==> src/rtl/core/mfq_pkg.sv <==
// Package for the multilevel feedback queue scheduler.
// Field widths, codes and the controller/datapath command and status structs.
// No dependencies.
`timescale 1ns / 1ps

package mfq_pkg;

    localparam int NUM_LEVELS_DEF  = 6;
    localparam int MAX_ENTRIES_DEF = 64;

    localparam int TID_W      = 16;
    localparam int LVL_PORT_W = 3;
    localparam int OUTCOME_W  = 2;
    localparam int STATUS_W   = 2;
    localparam int EVT_W      = 10;

    localparam logic [EVT_W-1:0] BOOST_INTERVAL_RST = EVT_W'(100);

    typedef enum logic {
        OP_INSERT = 1'b0,
        OP_SCHED  = 1'b1
    } t_opcode;

    typedef enum logic [OUTCOME_W-1:0] {
        OUT_PREEMPT  = 2'd0,
        OUT_FINISHED = 2'd1,
        OUT_BLOCKED  = 2'd2
    } t_outcome;

    typedef enum logic [STATUS_W-1:0] {
        ST_OK    = 2'd0,
        ST_EMPTY = 2'd1,
        ST_FULL  = 2'd2
    } t_status;

    // controller -> datapath
    typedef struct packed {
        logic ld_ins;    // latch an insert operand
        logic ld_req;    // latch the running thread for requeue
        logic alloc;     // take an entry and link it at the tail
        logic pop;       // settle the free list head
        logic count;     // count the event, arm the boost sweep
        logic boost;     // splice one level in front of level 0
        logic pick;      // find the lowest nonempty level, read its head
        logic deq;       // unlink the head, free it, report it
        logic res_full;
        logic res_ok;
        logic res_none;
    } t_mfq_cmd;

    // datapath -> controller
    typedef struct packed {
        logic full;
        logic req_needed;
        logic boost_hit;
        logic boost_last;
        logic pick_none;
    } t_mfq_stat;

endpackage

==> src/rtl/core/mfq_ctrl.sv <==
// Controller state machine of the multilevel feedback queue scheduler.
// Sequences allocate, count, boost, pick and dequeue steps. Depends on mfq_pkg.
`timescale 1ns / 1ps

module mfq_ctrl import mfq_pkg::*; (
    input  logic      i_clk,
    input  logic      i_rst_n,
    input  logic      start,
    input  logic      i_opcode,
    input  t_mfq_stat i_stat,
    output t_mfq_cmd  o_cmd,
    output logic      busy
);

    typedef enum logic [6:0] {
        S_IDLE  = 7'b0000001,
        S_ALLOC = 7'b0000010,
        S_POP   = 7'b0000100,
        S_COUNT = 7'b0001000,
        S_BOOST = 7'b0010000,
        S_PICK  = 7'b0100000,
        S_DEQ   = 7'b1000000
    } t_state;

    t_state r_state, n_state;
    logic   r_is_sched, n_is_sched;

    always_ff @(posedge i_clk) begin
        if (!i_rst_n) begin
            r_state    <= S_IDLE;
            r_is_sched <= 1'b0;
        end else begin
            r_state    <= n_state;
            r_is_sched <= n_is_sched;
        end
    end

    always_comb begin
        n_state    = r_state;
        n_is_sched = r_is_sched;
        o_cmd      = '0;
        case (r_state)
            S_IDLE: begin
                if (start) begin
                    if (i_opcode == OP_INSERT) begin
                        o_cmd.ld_ins = 1'b1;
                        n_is_sched   = 1'b0;
                        n_state      = S_ALLOC;
                    end else if (i_stat.req_needed) begin
                        o_cmd.ld_req = 1'b1;
                        n_is_sched   = 1'b1;
                        n_state      = S_ALLOC;
                    end else begin
                        n_state = S_COUNT;
                    end
                end
            end
            S_ALLOC: begin
                o_cmd.alloc = 1'b1;
                if (i_stat.full) begin
                    // refused: nothing has changed yet
                    o_cmd.res_full = 1'b1;
                    n_state        = S_IDLE;
                end else begin
                    n_state = S_POP;
                end
            end
            S_POP: begin
                o_cmd.pop = 1'b1;
                if (r_is_sched) begin
                    n_state = S_COUNT;
                end else begin
                    o_cmd.res_ok = 1'b1;
                    n_state      = S_IDLE;
                end
            end
            S_COUNT: begin
                o_cmd.count = 1'b1;
                n_state     = i_stat.boost_hit ? S_BOOST : S_PICK;
            end
            S_BOOST: begin
                o_cmd.boost = 1'b1;
                if (i_stat.boost_last) begin
                    n_state = S_PICK;
                end
            end
            S_PICK: begin
                o_cmd.pick = 1'b1;
                if (i_stat.pick_none) begin
                    o_cmd.res_none = 1'b1;
                    n_state        = S_IDLE;
                end else begin
                    n_state = S_DEQ;
                end
            end
            S_DEQ: begin
                o_cmd.deq = 1'b1;
                n_state   = S_IDLE;
            end
            default: begin
                n_state = S_IDLE;
            end
        endcase
    end

    assign busy = (r_state != S_IDLE);

endmodule

==> src/rtl/core/mfq_dp.sv <==
// Datapath of the multilevel feedback queue scheduler: entry store memories,
// level head/tail registers, free list, event counter and result registers.
// Depends on mfq_pkg; driven by mfq_ctrl commands.
`timescale 1ns / 1ps

module mfq_dp import mfq_pkg::*; #(
    parameter int NUM_LEVELS  = NUM_LEVELS_DEF,
    parameter int MAX_ENTRIES = MAX_ENTRIES_DEF
) (
    input  logic                  i_clk,
    input  logic                  i_rst_n,
    input  t_mfq_cmd              i_cmd,
    output t_mfq_stat             o_stat,
    input  logic [TID_W-1:0]      i_thread_id,
    input  logic [LVL_PORT_W-1:0] i_insert_level,
    input  logic [OUTCOME_W-1:0]  i_current_outcome,
    input  logic                  i_cfg_wr_en,
    input  logic [EVT_W-1:0]      i_cfg_wr_data,
    output logic                  o_strobe,
    output logic [STATUS_W-1:0]   o_status,
    output logic [TID_W-1:0]      o_selected_id,
    output logic [LVL_PORT_W-1:0] o_selected_level
);

    localparam int LVL_W = $clog2(NUM_LEVELS);
    localparam int ENT_W = $clog2(MAX_ENTRIES);
    localparam int LNK_W = $clog2(MAX_ENTRIES + 1);
    localparam int PAY_W = TID_W + LVL_W;

    localparam logic [LNK_W-1:0] NIL      = LNK_W'(MAX_ENTRIES);
    localparam logic [LVL_W-1:0] LVL_LAST = LVL_W'(NUM_LEVELS - 1);
    localparam logic [15:0]      LVL_LAST_EXT = 16'(NUM_LEVELS - 1);

    // entry store
    logic [LNK_W-1:0] mem_next [MAX_ENTRIES];
    logic [PAY_W-1:0] mem_pay  [MAX_ENTRIES];

    logic [LNK_W-1:0] r_head [NUM_LEVELS];
    logic [LNK_W-1:0] r_tail [NUM_LEVELS];
    logic [LNK_W-1:0] r_free_head;   // recycled entries
    logic [LNK_W-1:0] r_fresh;       // entries never used lie at and above this
    logic [EVT_W-1:0] r_evt;
    logic [EVT_W-1:0] r_interval;
    logic [TID_W-1:0] r_run_tid;
    logic [LVL_W-1:0] r_run_lvl;
    logic             r_run_valid;

    logic [TID_W-1:0] r_op_tid;
    logic [LVL_W-1:0] r_lvl;
    logic [ENT_W-1:0] r_ent;
    logic             r_recycled;
    logic [LNK_W-1:0] r_rd_next;
    logic [PAY_W-1:0] r_rd_pay;

    logic                  r_strobe;
    logic [STATUS_W-1:0]   r_status;
    logic [TID_W-1:0]      r_sel_id;
    logic [LVL_PORT_W-1:0] r_sel_lvl;

    logic [LVL_W-1:0] pick_lvl;
    logic             pick_none;
    logic [LVL_W-1:0] sel;
    logic [LNK_W-1:0] head_sel;
    logic [LNK_W-1:0] tail_sel;
    logic             recycled;
    logic             full;
    logic [ENT_W-1:0] alloc_e;
    logic [EVT_W-1:0] cnt1;
    logic [15:0]      ins_ext;
    logic [LVL_W-1:0] ins_lvl;
    logic [LVL_W-1:0] demote_lvl;
    logic             deq_last;
    logic [15:0]      out_lvl_ext;

    logic             next_we;
    logic [ENT_W-1:0] next_waddr;
    logic [LNK_W-1:0] next_wdata;
    logic             next_re;
    logic [ENT_W-1:0] next_raddr;

    // lowest nonempty level
    always_comb begin
        pick_lvl  = '0;
        pick_none = 1'b1;
        for (int i = NUM_LEVELS - 1; i >= 0; i--) begin
            if (r_head[i] != NIL) begin
                pick_lvl  = LVL_W'(i);
                pick_none = 1'b0;
            end
        end
    end

    assign sel      = i_cmd.pick ? pick_lvl : r_lvl;
    assign head_sel = r_head[sel];
    assign tail_sel = r_tail[sel];

    assign recycled = (r_free_head != NIL);
    assign full     = !recycled && (r_fresh == NIL);
    assign alloc_e  = recycled ? r_free_head[ENT_W-1:0] : r_fresh[ENT_W-1:0];

    assign cnt1 = r_evt + EVT_W'(1);

    assign ins_ext    = 16'(i_insert_level);
    assign ins_lvl    = (ins_ext > LVL_LAST_EXT) ? LVL_LAST : ins_ext[LVL_W-1:0];
    assign demote_lvl = (r_run_lvl == LVL_LAST) ? LVL_LAST : r_run_lvl + LVL_W'(1);

    assign deq_last = (LNK_W'(r_ent) == r_tail[r_lvl]);

    assign o_stat.full       = full;
    assign o_stat.req_needed = r_run_valid && (i_current_outcome == OUT_PREEMPT);
    assign o_stat.boost_hit  = (cnt1 >= r_interval);
    assign o_stat.boost_last = (r_lvl == LVL_LAST);
    assign o_stat.pick_none  = pick_none;

    // one write and one read port on the link memory
    always_comb begin
        next_we    = 1'b0;
        next_waddr = tail_sel[ENT_W-1:0];
        next_wdata = LNK_W'(alloc_e);
        if (i_cmd.alloc && !full && head_sel != NIL) begin
            next_we = 1'b1;
        end else if (i_cmd.boost && head_sel != NIL) begin
            next_we    = 1'b1;
            next_wdata = r_head[0];
        end else if (i_cmd.deq) begin
            next_we    = 1'b1;
            next_waddr = r_ent;
            next_wdata = r_free_head;
        end
    end

    assign next_re    = (i_cmd.alloc && recycled) || i_cmd.pick;
    assign next_raddr = i_cmd.pick ? head_sel[ENT_W-1:0] : r_free_head[ENT_W-1:0];

    always_ff @(posedge i_clk) begin
        if (next_we) begin
            mem_next[next_waddr] <= next_wdata;
        end
        if (next_re) begin
            r_rd_next <= mem_next[next_raddr];
        end
    end

    always_ff @(posedge i_clk) begin
        if (i_cmd.alloc && !full) begin
            mem_pay[alloc_e] <= {r_op_tid, r_lvl};
        end
        if (i_cmd.pick) begin
            r_rd_pay <= mem_pay[head_sel[ENT_W-1:0]];
        end
    end

    // operand and scratch registers
    always_ff @(posedge i_clk) begin
        if (i_cmd.ld_ins) begin
            r_op_tid <= i_thread_id;
        end else if (i_cmd.ld_req) begin
            r_op_tid <= r_run_tid;
        end
        if (i_cmd.alloc || i_cmd.pick) begin
            r_ent <= i_cmd.pick ? head_sel[ENT_W-1:0] : alloc_e;
        end
    end

    always_ff @(posedge i_clk) begin
        if (!i_rst_n) begin
            for (int i = 0; i < NUM_LEVELS; i++) begin
                r_head[i] <= NIL;
                r_tail[i] <= NIL;
            end
            r_free_head <= NIL;
            r_fresh     <= '0;
            r_evt       <= '0;
            r_interval  <= BOOST_INTERVAL_RST;
            r_run_tid   <= '0;
            r_run_lvl   <= '0;
            r_run_valid <= 1'b0;
            r_lvl       <= '0;
            r_recycled  <= 1'b0;
        end else begin
            if (i_cfg_wr_en) begin
                r_interval <= i_cfg_wr_data;
            end

            if (i_cmd.ld_ins) begin
                r_lvl <= ins_lvl;
            end else if (i_cmd.ld_req) begin
                r_lvl <= demote_lvl;
            end

            if (i_cmd.alloc && !full) begin
                r_recycled <= recycled;
                if (!recycled) begin
                    r_fresh <= r_fresh + LNK_W'(1);
                end
                if (head_sel == NIL) begin
                    r_head[sel] <= LNK_W'(alloc_e);
                end
                r_tail[sel] <= LNK_W'(alloc_e);
            end

            if (i_cmd.pop && r_recycled) begin
                r_free_head <= r_rd_next;
            end

            if (i_cmd.count) begin
                r_run_valid <= 1'b0;
                r_evt       <= o_stat.boost_hit ? '0 : cnt1;
                r_lvl       <= LVL_W'(1);
            end

            if (i_cmd.boost) begin
                // level r_lvl goes in front of whatever level 0 now holds
                if (head_sel != NIL) begin
                    if (r_head[0] == NIL) begin
                        r_tail[0] <= tail_sel;
                    end
                    r_head[0]   <= head_sel;
                    r_head[sel] <= NIL;
                    r_tail[sel] <= NIL;
                end
                if (r_lvl != LVL_LAST) begin
                    r_lvl <= r_lvl + LVL_W'(1);
                end
            end

            if (i_cmd.pick) begin
                r_lvl <= pick_lvl;
            end

            if (i_cmd.deq) begin
                if (deq_last) begin
                    r_head[r_lvl] <= NIL;
                    r_tail[r_lvl] <= NIL;
                end else begin
                    r_head[r_lvl] <= r_rd_next;
                end
                r_free_head <= LNK_W'(r_ent);
                r_run_tid   <= r_rd_pay[PAY_W-1:LVL_W];
                r_run_lvl   <= r_rd_pay[LVL_W-1:0];
                r_run_valid <= 1'b1;
            end
        end
    end

    // result registers
    assign out_lvl_ext = 16'(r_rd_pay[LVL_W-1:0]);

    always_ff @(posedge i_clk) begin
        if (!i_rst_n) begin
            r_strobe <= 1'b0;
        end else begin
            r_strobe <= i_cmd.res_full || i_cmd.res_ok || i_cmd.res_none || i_cmd.deq;
        end
    end

    always_ff @(posedge i_clk) begin
        if (i_cmd.deq) begin
            r_status  <= ST_OK;
            r_sel_id  <= r_rd_pay[PAY_W-1:LVL_W];
            r_sel_lvl <= out_lvl_ext[LVL_PORT_W-1:0];
        end else if (i_cmd.res_full || i_cmd.res_ok || i_cmd.res_none) begin
            r_status  <= i_cmd.res_full ? ST_FULL : (i_cmd.res_none ? ST_EMPTY : ST_OK);
            r_sel_id  <= '0;
            r_sel_lvl <= '0;
        end
    end

    assign o_strobe         = r_strobe;
    assign o_status         = r_status;
    assign o_selected_id    = r_sel_id;
    assign o_selected_level = r_sel_lvl;

endmodule

==> src/rtl/core/multilevel_feedback_queue.sv <==
// Top level of the multilevel feedback queue scheduler.
// Joins the controller (mfq_ctrl) and the datapath (mfq_dp); uses mfq_pkg.
`timescale 1ns / 1ps

// Usage
//   A command is taken on a rising edge with start high and busy low: opcode
//   0 inserts i_thread_id at i_insert_level, opcode 1 is a scheduling event
//   that uses i_current_outcome for the running thread.
//   Each command gives exactly one result, shown for one cycle with o_strobe
//   high: o_status, o_selected_id, o_selected_level. The receiver cannot
//   stall; the result must be taken in that cycle. The user must write
//   boost_interval (i_cfg_wr_en/i_cfg_wr_data) only while idle; not enforced.
// Sequence (accept to strobe, then busy is low again)
//   insert: allocate, pop, result; allocate gives it when the store is full.
//   schedule: count, a boost sweep on a boost event (one level per cycle),
//   pick, dequeue, result; nothing runnable ends at pick. A requeue of the
//   running thread comes first: allocate, pop, or only allocate if refused.
//   The linked entry store has one read and one write port per cycle, which
//   sets the step count of each sequence.
// Reset
//   Synchronous, active low: all levels empty, no thread running, event
//   count zero, boost_interval 100. No clearing pass; entries are handed out
//   from a fill count.
module multilevel_feedback_queue import mfq_pkg::*; #(
    parameter int NUM_LEVELS  = NUM_LEVELS_DEF,
    parameter int MAX_ENTRIES = MAX_ENTRIES_DEF
) (
    input  logic                  i_clk,
    input  logic                  i_rst_n,
    input  logic                  start,
    output logic                  busy,
    input  logic                  i_opcode,
    input  logic [TID_W-1:0]      i_thread_id,
    input  logic [LVL_PORT_W-1:0] i_insert_level,
    input  logic [OUTCOME_W-1:0]  i_current_outcome,
    input  logic                  i_cfg_wr_en,
    input  logic [EVT_W-1:0]      i_cfg_wr_data,
    output logic                  o_strobe,
    output logic [STATUS_W-1:0]   o_status,
    output logic [TID_W-1:0]      o_selected_id,
    output logic [LVL_PORT_W-1:0] o_selected_level
);

    t_mfq_cmd  cmd;
    t_mfq_stat stat;

    mfq_ctrl u_ctrl (
        .i_clk    (i_clk),
        .i_rst_n  (i_rst_n),
        .start    (start),
        .i_opcode (i_opcode),
        .i_stat   (stat),
        .o_cmd    (cmd),
        .busy     (busy)
    );

    mfq_dp #(
        .NUM_LEVELS  (NUM_LEVELS),
        .MAX_ENTRIES (MAX_ENTRIES)
    ) u_dp (
        .i_clk             (i_clk),
        .i_rst_n           (i_rst_n),
        .i_cmd             (cmd),
        .o_stat            (stat),
        .i_thread_id       (i_thread_id),
        .i_insert_level    (i_insert_level),
        .i_current_outcome (i_current_outcome),
        .i_cfg_wr_en       (i_cfg_wr_en),
        .i_cfg_wr_data     (i_cfg_wr_data),
        .o_strobe          (o_strobe),
        .o_status          (o_status),
        .o_selected_id     (o_selected_id),
        .o_selected_level  (o_selected_level)
    );

endmodule
==> config.mk <==
export PLATFORM = sky130hd
export DESIGN_NAME = multilevel_feedback_queue
export DESIGN_NICKNAME = d
export VERILOG_FILES = /design/src/rtl/core/mfq_pkg.sv /design/src/rtl/core/mfq_ctrl.sv /design/src/rtl/core/mfq_dp.sv /design/src/rtl/core/multilevel_feedback_queue.sv
export SDC_FILE = /design/constraint.sdc
export NUM_CORES = 2
export LEC_CHECK = 0
export BUFFER_PORTS_ARGS = -buffer_cell sky130_fd_sc_hd__buf_2
export CAP_MARGIN = 20
export CORE_UTILIZATION = 61
export DETAILED_ROUTE_END_ITERATION = 7
export PLACE_DENSITY = 0.74
export SYNTH_ARGS = -nofsm -noshare
export SYNTH_HDL_FRONTEND = slang
export SYNTH_SLANG_ARGS = --single-unit
==> constraint.sdc <==
create_clock -name i_clk -period 7.4 [get_ports i_clk]
set_input_delay 1.48 -clock i_clk [delete_from_list [all_inputs] [get_ports i_clk]]
set_output_delay 1.48 -clock i_clk [all_outputs]
set_load 0.005 [all_outputs]
Yosys cells after proc, flatten, opt, wreduce, memory -nomap -nowiden:

Memory sizes are Yosys's and may differ from the RTL's. A register that Yosys moved wholly into a read port is not among the register bits.
Index checks and enable logic that the tools add are counted.

* multiplexer cells: 120
* magnitude comparators: 2
* add/subtract/negate cells: 4
* reduce and logical (&&, ||, !) cells: 26
* bitwise logic cells: 6
* equality and inequality tests: 26

Operators with widths (count)
* $mux 7: 17
* $mux 3: 23
* $mux 16: 4
* $mux 1: 61
* $ne 7x7->1 const B: 8
* $mux 6: 7
* $pmux 7 s6: 1
* $eq 7x7->1 const B: 4
* $reduce_or 7->1: 4
* $mux 4: 3
* $add 10x1->10 const B: 1
* $ge 10x10->1: 1
* $mux 10: 1
* $reduce_bool 2->1: 4
* $add 7x1->7 const B: 1
* $eq 6x7->1: 1
* $eq 7x1->1 const B: 1
* $eq 7x2->1 const B: 1
* $eq 7x3->1 const B: 1
* $eq 7x4->1 const B: 1
* $eq 7x5->1 const B: 1
* $eq 7x6->1 const B: 1
* $logic_and 1x1->1: 7
* $ne 7x1->1 const B: 1
* other kinds (14): 29

* register bits after elaboration: 110
* input bits: 36
* bits in writable memories: 1748
* memories: 4
* logic and storage cells: 205

Memory list
* u_dp.mem_pay: words 64, width 19, rd ports 1, clocked after memory_dff 1, write ports 1, RTL line mfq_dp.sv:36 `logic [PAY_W-1:0] mem_pay [MAX_ENTRIES];`
* u_dp.mem_next: words 64, width 7, rd ports 1, clocked after memory_dff 1, write ports 1, RTL line mfq_dp.sv:35 `logic [LNK_W-1:0] mem_next [MAX_ENTRIES];`
* u_dp.r_head: words 6, width 7, rd ports 7, clocked after memory_dff 0, write ports 6, RTL line mfq_dp.sv:38 `logic [LNK_W-1:0] r_head [NUM_LEVELS];`
* u_dp.r_tail: words 6, width 7, rd ports 2, clocked after memory_dff 1, write ports 6, RTL line mfq_dp.sv:39 `logic [LNK_W-1:0] r_tail [NUM_LEVELS];`

Longest topological paths before layout:

An unclocked memory read counts as a cell.

* depth in word-level cells: 18
* mapped depth: 18
* depth with buffers taken out: 13

By module:

A second synthesis with hierarchy kept.

* cell total of the unflattened synthesis: 5968
* area total of the unflattened synthesis: 79029.5 sq um

Modules (own cells, without submodules)
* mfq_dp: times used 1, area each 78490.3 sq um, cells an instance 5906
* mfq_ctrl: times used 1, area each 539.3 sq um, cells an instance 62

Worst setup path before layout:

No wires, ideal clock.

* kind: flip-flop to flip-flop
* start point: register u_dp.r_lvl[0]
* end point: memory u_dp.mem_next[0][2] in the netlist's numbering (data pin)
* slack: 0.678 ns
* data required time: 6.698 ns
* stages on the path, launching flop included: 12
* buffers on the path: 4
* data arrival time: 6.020 ns
* path through: dfxtp_1 > clkbuf_1 > o21ai_1 > o21a_1 > clkbuf_1 > a221o_1 > a32o_1 > buf_6 > nor3_4 > a41oi_4 > clkbuf_1 > o21ai_0

* cells in the longest elaborated chain, start to end: 6

RTL lines
* from (decl): RTL line mfq_dp.sv:49 `logic [LVL_W-1:0] r_lvl;`
* from (signal assigned): RTL line mfq_dp.sv:186 `r_lvl <= ins_lvl;`
* from (signal assigned): RTL line mfq_dp.sv:188 `r_lvl <= demote_lvl;`
* from (signal assigned): RTL line mfq_dp.sv:223 `r_lvl <= r_lvl + LVL_W'(1);`
* $mux 3 *: RTL line mfq_dp.sv:93 `assign sel = i_cmd.pick ? pick_lvl : r_lvl;`
* $mem_v2 6x7 *
* $ne 7x7->1 *: RTL line mfq_dp.sv:120, mfq_dp.sv:122
* $logic_and 1x1->1: RTL line mfq_dp.sv:122 `end else if (i_cmd.boost && head_sel != NIL) begin`
* $mux 7: RTL line mfq_dp.sv:122
* $mux 7 *: RTL line mfq_dp.sv:120 `if (i_cmd.alloc && !full && head_sel != NIL) begin`
* named net u_dp.next_wdata[2]: RTL line mfq_dp.sv:77 `logic [LNK_W-1:0] next_wdata;`
* to (decl): RTL line mfq_dp.sv:35

Mark *: on every way through the listed nets, which the timed path passes. The rest lies on a longest branch.

==> results.toml <==
[routing]
via_per_inst = 6.67
wl_per_cell_um = 28.3
drtIter0Drc = 8918
wl_mm = 218
ant_nets = 0
drt_pre_antenna_iters = 6
drc = 0
vias = 51400

[setup_path]
r2r-start = "u_dp.r_head[3][4]"
regToRegSetupSlack_ps = 840
worstPathRequired_ps = 8110
startpoint_type = "flop"
worstPathMaxFanout = 48
reg2reg_to = "u_dp.r_rd_pay[16]"
arrival_ps = 7270
crit_type = "reg2reg"
endpoint_kind = "flop"
worst_r2r_path_depth = 15

[synth]
syn-num-nets = 5893
yosys-top-cells-area = "edfxtp_1 (71%), nand2_1 (6.9%), nand3_1 (3.7%)"
synth_compound_area_share_pct = 6.41
synth_area_per_cell_um2 = 13.4
yosysUniqueCellTypes = 89
ys_seq_elements = 1912
synth-xor-area-share_pct = 0.258
yosysWarnings = 0
synth_commonest_cells = "edfxtp_1 (1843), nand2_1 (1438), nand3_1 (578), nor2_1 (246), clkbuf_1 (233)"
synth_edf_count = 1843
ys.flop_type = "edfxtp_1"
yosys-mux-area-fraction_pct = 3.77
yosysSeqAreaShare_pct = 72.7
yosysTopAreaCell = "edfxtp_1"
yosysMostFrequentCell = "edfxtp_1"
synth_area_mm2 = 0.0780
syn_inst = 5842
synthAdderAreaFrac_pct = 0.240
yosys.area_share.simple_pct = 14.5
synth_top_area_share_pct = 70.9
async_reset_ff_share_pct = 0
synth_top_family_by_area = "simple AND/OR/NAND/NOR gates"

[global_route]
antenna_found_initial = 9
grt_first_pass_wirelength_mm = 318
grt_max_degree = 201
grt_pass1_vias = 47700
gr-total-overflow = 0
grt_usage_pct = 33.3

[sta]
tns_ps = 0
maxSlewHeadroom_pct = 20.0
fin_ws_ps = 844
hold_viol_final = 0
maxSlewViolCount = 0
tightest_slew_ps = 1190
fin_worst_skew_ps = 39.2
period_share_pct = 88.6
setup_violations = 0
rsz0062_at_grt = "false"
fmax_mhz = 153
min_period_ps = 6560

[clocking]
clockBufferDepth = 3
ctsHoldBuffers = 0
clkTransAtPathRegs_ps = 60
cts_max_level = 4
cts_sinks = 1912
cts_tree = "built"
clk_latency_ps = 840
root_buffer = "clkbuf_16"
cts_resized = 0
numCtsBuffers = 185
cts_setup_buffers = 0

[pwr]
cellPowerDensity_mw_per_mm2 = 263
leakage_uw = 0.0296
vdd_drop_max_mv = 0.329

[die]
die_x_um = 360
die_h_um = 360
ios = 59
start_util_pct = 61.8
die_area_mm2 = 0.129
core-area_mm2 = 0.126
row_count = 130

[run_status]
status = "finished clean"

[cells_and_area]
nFillCells = 8408
multi_input_area_mm2 = 0.0199
seq_area_mm2 = 0.0567
nNetsFinal = 5945
area_growth_pct = 10.8
drive_gt1_share_pct = 10.3

[placed_design]
place_hpwl_mm = 129
port_buffers = 58
dpl_worst_slack_ps = 1090
routabilityCongestion = 0.961

[job]
maxCapViolCount = 0

[hold_path]
hp-start = "u_dp.r_recycled"
hold_end = "u_dp.r_recycled"
hold_depth = 2
hold_class = "reg2reg"
[per-layer routing]
metal | part of all wire, % | GRT usage [%] | wire length, um | vias to the layer above
met3 | 14 | 8.91 | 30400 | 481
li1 | - | - | - | 21900
met1 | 38 | 49.1 | 83100 | 25200
met2 | 45 | 48.6 | 97100 | 3722
met5 | 0.037 | 0 | 80 | -
met4 | 3.4 | 11.0 | 7300 | 12
[sequential cells by signal, indices dropped and copies added, names as in the netlist, 6 cells and up]
register	flops
u_ctrl.r_state	7
u_dp.r_interval	10
u_dp.r_fresh	7
u_dp.r_evt	10
u_dp.o_selected_id	16
u_dp.r_head	56
u_dp.r_rd_next	7
u_dp.r_op_tid	16
u_dp.r_tail	56
u_dp.r_rd_pay	19
u_dp.r_run_tid	16
u_dp.r_ent	6
u_dp.mem_next	448
u_dp.mem_pay	1216
u_dp.r_free_head	7
[cell type report]
cell class / count / area share, %
repair buffers: 230 / 2.14
flip-flops and latches: 1912 / 65.6
diodes: 4 / 0.0116
well taps: 1650 / 2.39
inverters: 37 / 0.161
multi-input cells: 3528 / 23.1
clock inverters: 93 / 0.866
clock buffers: 245 / 5.74
[cells in the final DEF (no fill, tap or decap), types with 29 or more instances in the layout]
master	count
edfxtp_1	1843
nand2_1	1438
nand3_1	578
nor2_1	218
clkbuf_16	188
mux2i_1	170
buf_4	149
a21oi_1	84
a32oi_1	76
and3_1	74
a31oi_1	72
and2_1	68
o21ai_0	66
dfxtp_1	66
a311oi_1	62
buf_2	58
clkbuf_1	53
nand4_1	43
mux4_2	42
clkinv_1	42
inv_1	36
nor3_1	32
a21o_1	30
o2111ai_1	30
a221oi_1	29
[metrics by stage]
| stage | total power (uW) | instance area (um^2) | cells | hold WS [ps] | util, % |
|---|---|---|---|---|---|
| floorplan | 13100 | 78000 | 5842 | 439 | - |
| detailed placement | 13900 | 80700 | 7353 | 457 | 63.9 |
| CTS | 22700 | 86400 | 7691 | 463 | 68.4 |
| global route | 23200 | 86400 | 7695 | 479 | 68.5 |
| global placement | 13800 | 80600 | 7348 | 450 | 63.8 |
| finish | 22700 | 86400 | 7699 | 463 | 68.5 |
[worst max path at each step]
| stage | slack (ps) | to | startpoint |
|---|---|---|---|
| after floorplan | 680 | u_dp.mem_next[0][2] | u_dp.r_lvl[0] |
| after global placement | 1180 | u_dp.r_rd_pay[10] | u_dp.r_head[3][5] |
| after detailed placement | 1090 | u_dp.r_rd_pay[16] | u_dp.r_head[3][4] |
| after CTS | 1050 | u_dp.r_rd_pay[16] | u_dp.r_head[3][5] |
| after global routing | 540 | u_dp.r_rd_pay[16] | u_dp.r_head[3][5] |
| final | 840 | u_dp.r_rd_pay[16] | u_dp.r_head[3][4] |
[where the power goes]
part	leakage [uW]	switching, uW	internal (uW)
combinational	0.00934	1340	465
sequential	0.0175	24.3	11900
clock	0.00277	4050	4970
total	0.0296	5410	17300
[critical path, cell delays in order (launching register included)]
cell	delay (ps)
edfxtp_1	420
nor2_1	220
nand4_1	500
a211oi_1	630
o21a_1	240
buf_4	370
nand3_1	260
a32oi_4	1020
buf_4	350
buf_12	320
mux2i_1	120
a32o_1	220
a221oi_1	910
o2111ai_1	310
o311ai_0	250
and3_1	230
[cells by family after synthesis]
kind of cell               count (synthesis)
AOI/OAI and AO/OA                        666
xor gates and xnor gates                  23
buffers and inverters                    402
DFF                                     1912
muxes                                    238
and+or+nand+nor                         2586
adders and majority gates                 15
Note: power is estimated with default switching activity, not from simulation.
